<file path="config.mk">
export PLATFORM = sky130hd
export DESIGN_NAME = murmur64a_string_hash_top
export DESIGN_NICKNAME = d
export VERILOG_FILES = /design/src/hdl/mh64_pkg.sv /design/src/hdl/mh64_mul.sv /design/src/hdl/mh64_dp.sv /design/src/hdl/mh64_ctrl.sv /design/src/hdl/murmur64a_string_hash_top.sv
export SDC_FILE = /design/constraint.sdc
export NUM_CORES = 2
export LEC_CHECK = 0
export BUFFER_PORTS_ARGS = -buffer_cell sky130_fd_sc_hd__buf_2
export CORE_UTILIZATION = 40
export CTS_CLUSTER_DIAMETER = 60
export CTS_CLUSTER_SIZE = 12
export DETAILED_ROUTE_END_ITERATION = 7
export PLACE_DENSITY_LB_ADDON = 0.25
export SKIP_CTS_REPAIR_TIMING = 1
export SLEW_MARGIN = 5
export SYNTH_ARGS = -nofsm -noshare
export SYNTH_HDL_FRONTEND = slang
export SYNTH_HIERARCHICAL = 1
export SYNTH_SLANG_ARGS = --single-unit
</file>
<file path="constraint.sdc">
create_clock -name clk -period 10.8 [get_ports clk]
set_input_delay 1.62 -clock clk [delete_from_list [all_inputs] [get_ports clk]]
set_output_delay 1.62 -clock clk [all_outputs]
set_load 0.1 [all_outputs]
</file>
<file path="src/hdl/mh64_pkg.sv">
// ----------------------------------------------------------------------------
// MurmurHash64A engine package
// Shared constants, controller commands and datapath status for the engine.
// ----------------------------------------------------------------------------
package mh64_pkg;

  // Mixing multiplier and shift amount of the hash.
  localparam logic [63:0] MUR_M = 64'hc6a4a7935bd1e995;
  localparam int unsigned MUR_R = 47;

  // Halves of the multiplier for the 32-bit partial products.
  localparam logic [31:0] MUR_M_LO = MUR_M[31:0];
  localparam logic [31:0] MUR_M_HI = MUR_M[63:32];

  // Bytes consumed by one full word.
  localparam logic [31:0] WORD_BYTES = 32'd8;

  // Datapath operations issued by the controller.
  typedef enum logic [3:0] {
    OP_NONE,
    OP_LOAD_START,  // latch length and first word, x = length
    OP_LOAD_WORD,   // latch a continuation word, x = word
    OP_MUL,         // x = x * m over several cycles
    OP_SEED,        // h = seed ^ x, x = latched word
    OP_MIX,         // x ^= x >> r
    OP_FOLD,        // x = h ^ x
    OP_TAIL,        // x = h ^ (low tail bytes of the word)
    OP_STORE,       // h = x, consume one word
    OP_FINAL,       // x = h ^ (h >> r)
    OP_EMIT         // result = x ^ (x >> r)
  } op_t;

  typedef struct packed {
    op_t op;
  } cmd_t;

  typedef struct packed {
    logic rem_zero;  // no bytes remain
    logic rem_ge8;   // a full word remains
    logic rem_is8;   // exactly one full word remains
    logic mul_done;  // multiplier result is ready this cycle
    logic out_free;  // output register can take a result this cycle
  } stat_t;

endpackage

</file>
<file path="src/hdl/mh64_mul.sv">
// ----------------------------------------------------------------------------
// MurmurHash64A multiplier
// Low 64 bits of a * m, built from three 32x32 partial products that share
// one multiplier.
// ----------------------------------------------------------------------------
module mh64_mul
  import mh64_pkg::*;
(
  input  logic        clk,
  input  logic        rst_n,
  input  logic        run,
  input  logic [63:0] a,
  output logic        done,
  output logic [63:0] prod
);

  localparam logic [1:0] STEP_LL = 2'd0;
  localparam logic [1:0] STEP_LH = 2'd1;
  localparam logic [1:0] STEP_HL = 2'd2;

  logic [1:0]  step_r, step_nxt;
  logic [63:0] acc_r, acc_nxt;
  logic [31:0] op_a, op_b;
  logic [63:0] pp;

  // Pick the operand halves for the current partial product.
  always_comb begin
    case (step_r)
      STEP_LL: begin
        op_a = a[31:0];
        op_b = MUR_M_LO;
      end
      STEP_LH: begin
        op_a = a[31:0];
        op_b = MUR_M_HI;
      end
      default: begin
        op_a = a[63:32];
        op_b = MUR_M_LO;
      end
    endcase
  end

  assign pp = {32'd0, op_a} * {32'd0, op_b};

  // Accumulate; cross products only reach the upper half.
  always_comb begin
    case (step_r)
      STEP_LL: acc_nxt = pp;
      STEP_LH: acc_nxt = {acc_r[63:32] + pp[31:0], acc_r[31:0]};
      default: acc_nxt = acc_r;
    endcase
  end

  assign prod = {acc_r[63:32] + pp[31:0], acc_r[31:0]};
  assign done = run && (step_r == STEP_HL);

  // Step counter restarts whenever the unit is not running.
  always_comb begin
    if (!run || step_r == STEP_HL) begin
      step_nxt = STEP_LL;
    end else begin
      step_nxt = step_r + 2'd1;
    end
  end

  always_ff @(posedge clk) begin
    if (!rst_n) begin
      step_r <= STEP_LL;
    end else begin
      step_r <= step_nxt;
    end
  end

  always_ff @(posedge clk) begin
    acc_r <= acc_nxt;
  end

endmodule

</file>
<file path="src/hdl/mh64_dp.sv">
// ----------------------------------------------------------------------------
// MurmurHash64A datapath
// Holds the seed, running hash, work value, byte count and result register,
// and carries out the operations that the controller issues.
// ----------------------------------------------------------------------------
module mh64_dp
  import mh64_pkg::*;
(
  input  logic        clk,
  input  logic        rst_n,
  input  cmd_t        cmd,
  output stat_t       stat,
  input  logic        cfg_we,
  input  logic [63:0] cfg_wdata,
  input  logic [31:0] in_byte_length,
  input  logic [63:0] in_key_word,
  output logic        out_tvalid,
  input  logic        out_tready,
  output logic [63:0] out_tdata
);

  logic [63:0] seed_r;
  logic [63:0] h_r, h_nxt;
  logic [63:0] x_r, x_nxt;
  logic [63:0] w_r, w_nxt;
  logic [31:0] rem_r, rem_nxt;
  logic        out_valid_r, out_valid_nxt;
  logic [63:0] out_data_r, out_data_nxt;
  logic        mul_done;
  logic [63:0] mul_prod;
  logic [63:0] tail_mask;

  mh64_mul u_mul (
    .clk   (clk),
    .rst_n (rst_n),
    .run   (cmd.op == OP_MUL),
    .a     (x_r),
    .done  (mul_done),
    .prod  (mul_prod)
  );

  // Byte mask for the tail bytes that belong to the string.
  always_comb begin
    for (int i = 0; i < 8; i++) begin
      tail_mask[8*i +: 8] = (rem_r[2:0] > i[2:0]) ? 8'hff : 8'h00;
    end
  end

  // Operation decode.
  always_comb begin
    h_nxt         = h_r;
    x_nxt         = x_r;
    w_nxt         = w_r;
    rem_nxt       = rem_r;
    out_data_nxt  = out_data_r;
    out_valid_nxt = out_valid_r && !out_tready;
    case (cmd.op)
      OP_LOAD_START: begin
        x_nxt   = {32'd0, in_byte_length};
        w_nxt   = in_key_word;
        rem_nxt = in_byte_length;
      end
      OP_LOAD_WORD: begin
        x_nxt = in_key_word;
        w_nxt = in_key_word;
      end
      OP_MUL: begin
        if (mul_done) begin
          x_nxt = mul_prod;
        end
      end
      OP_SEED: begin
        h_nxt = seed_r ^ x_r;
        x_nxt = w_r;
      end
      OP_MIX:   x_nxt = x_r ^ (x_r >> MUR_R);
      OP_FOLD:  x_nxt = h_r ^ x_r;
      OP_TAIL:  x_nxt = h_r ^ (w_r & tail_mask);
      OP_STORE: begin
        h_nxt   = x_r;
        rem_nxt = rem_r - WORD_BYTES;
      end
      OP_FINAL: x_nxt = h_r ^ (h_r >> MUR_R);
      OP_EMIT: begin
        out_data_nxt  = x_r ^ (x_r >> MUR_R);
        out_valid_nxt = 1'b1;
      end
      default: begin
      end
    endcase
  end

  // Status back to the controller.
  always_comb begin
    stat.rem_zero = (rem_r == 32'd0);
    stat.rem_ge8  = (rem_r[31:3] != 29'd0);
    stat.rem_is8  = (rem_r == WORD_BYTES);
    stat.mul_done = mul_done;
    stat.out_free = !out_valid_r || out_tready;
  end

  // Control registers and the seed.
  always_ff @(posedge clk) begin
    if (!rst_n) begin
      seed_r      <= 64'd0;
      out_valid_r <= 1'b0;
    end else begin
      if (cfg_we) begin
        seed_r <= cfg_wdata;
      end
      out_valid_r <= out_valid_nxt;
    end
  end

  // Payload registers.
  always_ff @(posedge clk) begin
    h_r        <= h_nxt;
    x_r        <= x_nxt;
    w_r        <= w_nxt;
    rem_r      <= rem_nxt;
    out_data_r <= out_data_nxt;
  end

  assign out_tvalid = out_valid_r;
  assign out_tdata  = out_data_r;

endmodule

</file>
<file path="src/hdl/mh64_ctrl.sv">
// ----------------------------------------------------------------------------
// MurmurHash64A controller
// Sequences the datapath through seeding, word mixing, tail handling and
// finalization, and accepts items only between strings or between words.
// ----------------------------------------------------------------------------
module mh64_ctrl
  import mh64_pkg::*;
(
  input  logic  clk,
  input  logic  rst_n,
  input  logic  in_tvalid,
  output logic  in_tready,
  input  logic  in_start,
  input  stat_t stat,
  output cmd_t  cmd
);

  typedef enum logic [3:0] {
    ST_IDLE,
    ST_WAIT_WORD,
    ST_MUL_LEN,
    ST_SEED,
    ST_MUL_K1,
    ST_MIX,
    ST_MUL_K2,
    ST_FOLD,
    ST_MUL_H,
    ST_TAIL,
    ST_STORE,
    ST_FINAL,
    ST_MUL_F,
    ST_EMIT
  } state_t;

  state_t state_r, state_nxt;
  logic   accept;

  assign in_tready = (state_r == ST_IDLE) || (state_r == ST_WAIT_WORD);
  assign accept    = in_tvalid && in_tready;

  // Next state and command.
  always_comb begin
    state_nxt = state_r;
    cmd.op    = OP_NONE;
    case (state_r)
      ST_IDLE, ST_WAIT_WORD: begin
        if (accept && in_start) begin
          cmd.op    = OP_LOAD_START;
          state_nxt = ST_MUL_LEN;
        end else if (accept && state_r == ST_WAIT_WORD) begin
          cmd.op    = OP_LOAD_WORD;
          state_nxt = stat.rem_ge8 ? ST_MUL_K1 : ST_TAIL;
        end
      end
      ST_MUL_LEN: begin
        cmd.op = OP_MUL;
        if (stat.mul_done) begin
          state_nxt = ST_SEED;
        end
      end
      ST_SEED: begin
        cmd.op = OP_SEED;
        if (stat.rem_zero) begin
          state_nxt = ST_FINAL;
        end else if (stat.rem_ge8) begin
          state_nxt = ST_MUL_K1;
        end else begin
          state_nxt = ST_TAIL;
        end
      end
      ST_MUL_K1: begin
        cmd.op = OP_MUL;
        if (stat.mul_done) begin
          state_nxt = ST_MIX;
        end
      end
      ST_MIX: begin
        cmd.op    = OP_MIX;
        state_nxt = ST_MUL_K2;
      end
      ST_MUL_K2: begin
        cmd.op = OP_MUL;
        if (stat.mul_done) begin
          state_nxt = ST_FOLD;
        end
      end
      ST_FOLD: begin
        cmd.op    = OP_FOLD;
        state_nxt = ST_MUL_H;
      end
      ST_TAIL: begin
        cmd.op    = OP_TAIL;
        state_nxt = ST_MUL_H;
      end
      ST_MUL_H: begin
        cmd.op = OP_MUL;
        if (stat.mul_done) begin
          state_nxt = ST_STORE;
        end
      end
      // A tail word or the last full word ends the string.
      ST_STORE: begin
        cmd.op = OP_STORE;
        if (!stat.rem_ge8 || stat.rem_is8) begin
          state_nxt = ST_FINAL;
        end else begin
          state_nxt = ST_WAIT_WORD;
        end
      end
      ST_FINAL: begin
        cmd.op    = OP_FINAL;
        state_nxt = ST_MUL_F;
      end
      ST_MUL_F: begin
        cmd.op = OP_MUL;
        if (stat.mul_done) begin
          state_nxt = ST_EMIT;
        end
      end
      ST_EMIT: begin
        if (stat.out_free) begin
          cmd.op    = OP_EMIT;
          state_nxt = ST_IDLE;
        end
      end
      default: state_nxt = ST_IDLE;
    endcase
  end

  always_ff @(posedge clk) begin
    if (!rst_n) begin
      state_r <= ST_IDLE;
    end else begin
      state_r <= state_nxt;
    end
  end

endmodule

</file>
<file path="src/hdl/murmur64a_string_hash_top.sv">
// ----------------------------------------------------------------------------
// MurmurHash64A string hash engine
// Hashes a byte string delivered as little-endian 64-bit words and returns
// the 64-bit digest.
// ----------------------------------------------------------------------------
// A string starts with an item whose in_tuser is 1; it carries the total byte
// length and the first word. Further words follow with in_tuser 0, and one
// digest comes out after the word that completes the string. The seed is to
// be written through cfg_we/cfg_wdata only while the engine is idle; the
// engine does not enforce this. All products share one 32x32 multiplier. A
// full word, once accepted, passes MUL_K1, MIX, MUL_K2, FOLD, MUL_H and STORE
// before the next continuation word is taken. A start item seeds through
// MUL_LEN and SEED, a tail word passes TAIL, MUL_H and STORE, and finalization
// steps through FINAL and MUL_F before the digest enters the output register;
// that last step also waits while the output register still holds an earlier
// digest. A start item during a string drops that string. The next item can be
// taken while a digest still waits on the output.
// ----------------------------------------------------------------------------
module murmur64a_string_hash_top
  import mh64_pkg::*;
(
  input  logic        clk,
  input  logic        rst_n,
  input  logic        cfg_we,
  input  logic [63:0] cfg_wdata,   // hash_seed
  input  logic        in_tvalid,
  output logic        in_tready,
  input  logic [95:0] in_tdata,    // [31:0] byte_length, [95:32] key_word
  input  logic        in_tuser,    // [0] start_req
  output logic        out_tvalid,
  input  logic        out_tready,
  output logic [63:0] out_tdata    // [63:0] hash_value
);

  cmd_t  cmd;
  stat_t stat;

  mh64_ctrl u_ctrl (
    .clk       (clk),
    .rst_n     (rst_n),
    .in_tvalid (in_tvalid),
    .in_tready (in_tready),
    .in_start  (in_tuser),
    .stat      (stat),
    .cmd       (cmd)
  );

  mh64_dp u_dp (
    .clk            (clk),
    .rst_n          (rst_n),
    .cmd            (cmd),
    .stat           (stat),
    .cfg_we         (cfg_we),
    .cfg_wdata      (cfg_wdata),
    .in_byte_length (in_tdata[31:0]),
    .in_key_word    (in_tdata[95:32]),
    .out_tvalid     (out_tvalid),
    .out_tready     (out_tready),
    .out_tdata      (out_tdata)
  );

endmodule

</file>
# Word-level counts from Yosys, hierarchy flattened
# Cells that the tools add are included.
classes:
  add_sub_neg: 3
  mul: 1
  n_lt_le_gt_ge: 8
  n_eq_ne: 34
  muxes: 32
  bitwise_logic: 8
  reduce_logical: 30
op_table:
  columns: ["operator", "count"]
  rows:
  - ["64-bit case mux with 8 select lines", 1]
  - ["64-bit case mux with 2 select lines", 2]
  - ["64-bit XOR", 3]
  - ["64-bit by 17-bit XOR with 64-bit output", 2]
  - ["64-bit AND", 1]
  - ["32-bit by 32-bit multiplier with 64-bit output", 1]
  - ["32-bit 2-to-1 mux", 2]
  - ["64-bit 2-to-1 mux", 1]
  - ["8-bit 2-to-1 mux", 8]
  - ["32-bit case mux with 2 select lines", 1]
  - ["4-bit 2-to-1 mux", 13]
  - ["4-bit case mux with 12 select lines", 1]
  - ["4-bit equality test (second input constant)", 9]
  - ["4-bit case mux with 9 select lines", 1]
  - ["32-bit adder", 1]
  - ["32-bit by 4-bit equality test with 1-bit output (second input constant)", 1]
  - ["4-bit by 3-bit equality test with 1-bit output (second input constant)", 8]
  - ["32-bit zero test", 1]
  - ["32-bit by 4-bit subtractor with 32-bit output (second input constant)", 1]
  - ["29-bit nonzero test", 1]
  - ["4-bit by 2-bit equality test with 1-bit output (second input constant)", 4]
  - ["3-bit > comparator (second input constant)", 4]
  - ["2-bit by 1-bit inequality test with 1-bit output (second input constant)", 6]
  - ["2-bit OR reduction", 5]
  - ["21 further kinds", 38]
word_totals:
  ff_bits: 423
  input_bits: 166
  out_inout_bits: 66
  elab_cells: 127

# Logic depth before layout (Yosys ltp)
logic_depth:
  word_depth: 11
  mapped_depth: 41
  ltp_nobuf: 41

# By module
# Netlist, hierarchy kept.
modules_own_cells:
  columns: ["module", "n_inst", "cells_each", "area_per_inst_um2", "seq_area_each_um2"]
  rows:
  - ["mh64_mul", 1, 2887, 28567.4, 1961.9]
  - ["mh64_dp", 1, 1359, 16653.5, 9949.5]
  - ["mh64_ctrl", 1, 70, 500.5, 80.1]

# Least setup slack after synthesis
# Ideal clock, no wire load.
synth_timing:
  path_kind: "register to register"
  from: "register u_dp.u_mul.step_r[0]"
  to: "register u_dp.x_r[62] (data pin)"
  setup_time_ps: 271
  t_arrival_ps: 10076
  required_time_ps: 10529
  setup_slack_ps: 452
  stages_incl_launch_ff: 39
  n_path_buf: 3
  period_less_slack_ps: 10348
  path_cell_list: "dfxtp_1 inv_1 ha_1 nor2_1 clkbuf_1 buf_2 mux2i_1 inv_1 nand2_1 inv_1 ha_1 inv_1 fa_1 inv_1 fa_1 inv_1 fa_1 inv_1 [3 not listed] fa_1 ha_1 buf_2 a21oi_2 o21ai_1 a21o_1 a221o_1 o21ai_1 nand2b_1 xor2_1 ha_1 a21o_1 a21o_1 a221oi_1 o31ai_1 xor2_1 a22oi_1 o211ai_1"
synth_between:
  elab_chain_cells: 7
  word_cells_on_any_way: 9
  classes_between: "add/sub: 1; mul: 1; eq/ne: 1; mux: 4; reduce/logical: 2"
synth_lines:
  columns: ["item", "line", "source"]
  rows:
  - ["start: declaration", "mh64_mul.sv:21", "logic [1:0] step_r, step_nxt;"]
  - ["start signal: assignment", "mh64_mul.sv:71", "step_r <= step_nxt;"]
  - ["2-bit by 1-bit equality test with 1-bit output or 2-bit zero test (tied branches)", "mh64_mul.sv:28", "case (step_r)"]
  - ["2-bit OR reduction (no source line)", null, null]
  - ["32-bit 2-to-1 mux", "mh64_mul.sv:28", null]
  - ["32-bit by 32-bit multiplier with 64-bit output *", "mh64_mul.sv:44", "assign pp = {32'd0, op_a} * {32'd0, op_b};"]
  - ["32-bit adder *", "mh64_mul.sv:55", "assign prod = {acc_r[63:32] + pp[31:0], acc_r[31:0]};"]
  - ["net u_dp.mul_prod[62]", "mh64_dp.sv:30", "logic [63:0] mul_prod;"]
  - ["64-bit 2-to-1 mux *", "mh64_dp.sv:68", "if (mul_done) begin"]
  - ["64-bit case mux with 8 select lines *", "mh64_dp.sv:57", "case (cmd.op)"]
  - ["net u_dp.x_nxt[62]", "mh64_dp.sv:24", "logic [63:0] x_r, x_nxt;"]
  - ["end signal: assignment", "mh64_dp.sv:118", "x_r <= x_nxt;"]
  - ["end: declaration", "mh64_dp.sv:24", null]
# Mark *: on every way through the listed nets, which the timed path passes. The rest lies on a longest branch. The select of a mux whose other input is x is not followed.
# A chain may end at the register's enable or synchronous reset.

# Final worst setup path
layout_timing:
  from: "register u_dp.u_mul.step_r[0]"
  to: "register u_dp.x_r[63] (data pin)"
# Same word-level chain as after synthesis.

==> metrics.txt <==
CP most frequent cell=fa_1; first-pass GRT wire length=between 200 and 250 mm; final WL=between 150 and 200 mm; clk_lat worst skew=approximately 0.61 ns; Setup violations, final=0; reg2reg start=u_dp/u_mul/step_r[0]; Post-synth EDFFs=352; Final Hold Viols=0; post-synthesis cell area=between 40,000 and 50,000 um2; Rel. slew slack=between 10% and 20%; xor and xnor area share after synthesis=5.605%; Crit Path Class=reg -> reg; compound-cell area share of the yosys netlist=10.12%; Setup TNS=0 ns; Slew Viols, Final=0; cts bufs inserted=42; Worst R2R End=u_dp/x_r[63]; Worst setup EP type=register; Final Util=between 40% and 50%; htree depth=2; Die ar.=~120,000 um2; initial core utilization=approximately 40%; placer congestion estimate=1.023; share of layout cells above drive strength 1=roughly a tenth; hold endpoint=u_dp/seed_r[21]; simple-gate share of the synthesized area=about 8.3%; Final ANT Viol Nets=0; actual slew at the worst max-slew pin=1.314 ns; setup ws final=approximately 0.55 ns; max_cap viols=0; fillcell total=approximately 11k; Async SR Flop Fraction=0%; Post-Syn Instances=around 4.3k; gr ovfl total=0; Post-Layout Cell Count=just over 6k; clk sinks=423; sequential fraction of the synthesis area=26.23%; HPWL after DPL=~140 mm; Top Ports=about 230; dpl ws=0.6409 ns; vias in the first global route=34.24k; Synth Flop Type=edfxtp_1; CTS tree=built; syn_area_per_cell=roughly 11 um2; crit-path max cell delay=around 0.53 ns; root buf cell=clkbuf_16; starting DRC count in detailed routing=about 3.5k; Yosys reg bits=about 420; Hold Path Class=reg -> reg; Core ar.=113,000 um2; GR Util All Layers=28.52%; DR vias/cell=around 5.5; GR Util met3=under 10%; Worst Path Arrival=around 11 ns; flop-to-flop setup slack=0.55 ns; DR vias=about 33k; initial antenna violation count=14; Reg2Reg Depth=38; Die Y=340.1 um; largest net degree at the start of global routing=71; row cnt=approximately 120; nets@finish=about 5.7k; CTS clk-pin slew, worst paths=about 0.06 ns; Post-route DRC=0; crit path launch=u_dp/u_mul/step_r[0]; Multi-input gate area=around 30,000 um2; skew final=between 0.03 and 0.04 ns; Worst Setup Start Kind=register; worst hold path depth=2; hold_sp=u_dp/seed_r[21]; Synthesis Warnings=6; Peak Freq=97.56 MHz; met2 usage=a little over two fifths; PortBufs=around 230; Tcrit/Tclk final=~95%; clock tree buffer depth=3; final worst path period need=~10 ns; multiplexer share of the synthesized area=under 10%; DP Cell Count=5,969; largest family of logic cells by synthesized area=adder cells; required time of the critical path=approximately 11 ns; slowest CP cell=fa_1; Die Width=340.1 um; drt first pass iters=6; Reg area=between 10,000 and 15,000 um2; gr busiest metal=met2; Synth Area in Adders=about two fifths; grt met1 use=between 30% and 40%; area grow syn2layout=9.578%; DR WL/cell=between 20 and 30 um; RSZ-0062 raised after global routing=false; Worst Path Max Fanout=8; Unique masters post-synth=90; status=completed
[registers in the layout, indices dropped and copies added, names as in the netlist]
signal             flops
u_dp/w_r              64
u_dp/out_tvalid        1
u_dp/h_r              64
u_dp/u_mul/step_r      2
u_dp/rem_r            32
u_dp/out_tdata        64
u_dp/u_mul/acc_r      64
u_dp/x_r              64
u_dp/seed_r           64
u_ctrl/state_r         4
[worst max-delay path, delay by kind of cell (launching register included)]
| kind | cells | cell delay (ns) |
|---|---|---|
| flops | 1 | 0.39 |
| fa+ha+maj | 11 | 4.41 |
| xor+xnor | 2 | 0.47 |
| mux | 1 | 0.19 |
| simple gates | 7 | 1.35 |
| buf+inv | 7 | 1.09 |
| compound gates | 10 | 2.03 |
[synth_stat cells, types with 6 or more instances]
cell,count,area [um2]
a221oi_1,11,96.34
o22a_1,7,61.31
xnor2_1,184,1612
a21o_1,57,427.9
xor2_1,106,928.4
o31ai_1,12,90.09
dfxtp_1,71,1421
and3_1,21,131.4
o21ai_1,19,95.09
o21ai_0,91,455.4
o22ai_1,7,43.79
or3_1,8,50.05
ha_1,437,5468
mux2i_1,109,1091
a31oi_1,30,187.7
nand3_1,23,115.1
o32ai_1,9,78.83
fa_1,617,12350
a21oi_1,162,810.8
or2_2,16,100.1
nand2b_1,21,131.4
clkbuf_1,124,465.5
and2_1,41,256.5
a22oi_1,107,803.3
inv_1,764,2868
buf_2,18,90.09
a211oi_1,10,75.07
o21bai_1,13,97.59
nor2b_1,109,681.9
edfxtp_1,352,10570
nand2_1,295,1107
nor3_1,34,170.2
nand4_1,15,93.84
o221ai_1,9,78.83
a22o_1,23,201.4
nor2_1,166,623.1
buf_4,34,255.2
nor4_1,11,68.82
nor3b_1,6,45.04
o21a_1,11,82.58
o211ai_1,46,345.3
buf_1,16,60.06
a222oi_1,9,90.09
[per-stage QoR]
step | area, um2 | hold WS [ns]
2_1_floorplan | 45740 | 0.4278
4_1_cts | 50080 | 0.5190
3_3_place_gp | 48830 | 0.4986
5_1_grt | 50100 | 0.5351
3_5_place_dp | 48830 | 0.5021
6_report | 50100 | 0.5187
[cell families (layout without fill, tap and decap cells)]
kind of cell / count (synthesis) / after routing
xor gates and xnor gates: 291 / 291
AOI/OAI and AO/OA: 684 / 684
adders and majority gates: 1055 / 1055
and+or+nand+nor: 786 / 786
other: 2 / 12
muxes: 112 / 112
buffers and inverters: 963 / 1190
DFF: 423 / 423
[cells in the final DEF, fill, tap and decap left out, types with 106 or more instances in the layout]
cell	count
a21oi_1	162
a22oi_1	107
buf_2	230
buf_4	113
edfxtp_1	352
fa_1	617
ha_1	435
inv_1	762
mux2i_1	108
nand2_1	294
nor2_1	164
nor2b_1	108
xnor2_1	184
xor2_1	106
[how the worst max path moves through the flow]
stage / to / slack [ns] / cells after the start
6_report: u_dp/x_r[63] / 0.55 / 38
5_1_grt: u_dp/x_r[63] / 0.02 / 40
4_1_cts: u_dp/x_r[63] / 0.55 / 37
3_5_place_dp: u_dp/x_r[63] / 0.64 / 35
3_3_place_gp: u_dp/x_r[63] / 0.67 / 37
2_1_floorplan: u_dp/x_r[62] / 0.45 / 38
[final cells by class]
class	instances	share of cell area (%)
Antenna cell	6	0.02997
Clock buffer	73	2.392
Clock inverter	5	0.1024
Inverter	768	5.754
Multi-Input combinational cell	2934	60.03
Sequential cell	423	23.93
Tap cell	1500	3.746
Timing Repair Buffer	344	4.013
[layer usage]
metal,vias up,wire length [um]
met3,250,13340
met1,16885,70370
met2,1480,73080
met5,-,13
li1,14662,-
met4,2,7170
Power is left out: the tool's default activity adds up to more than one toggle a clock period on the data nets, which glitch-free logic cannot reach.
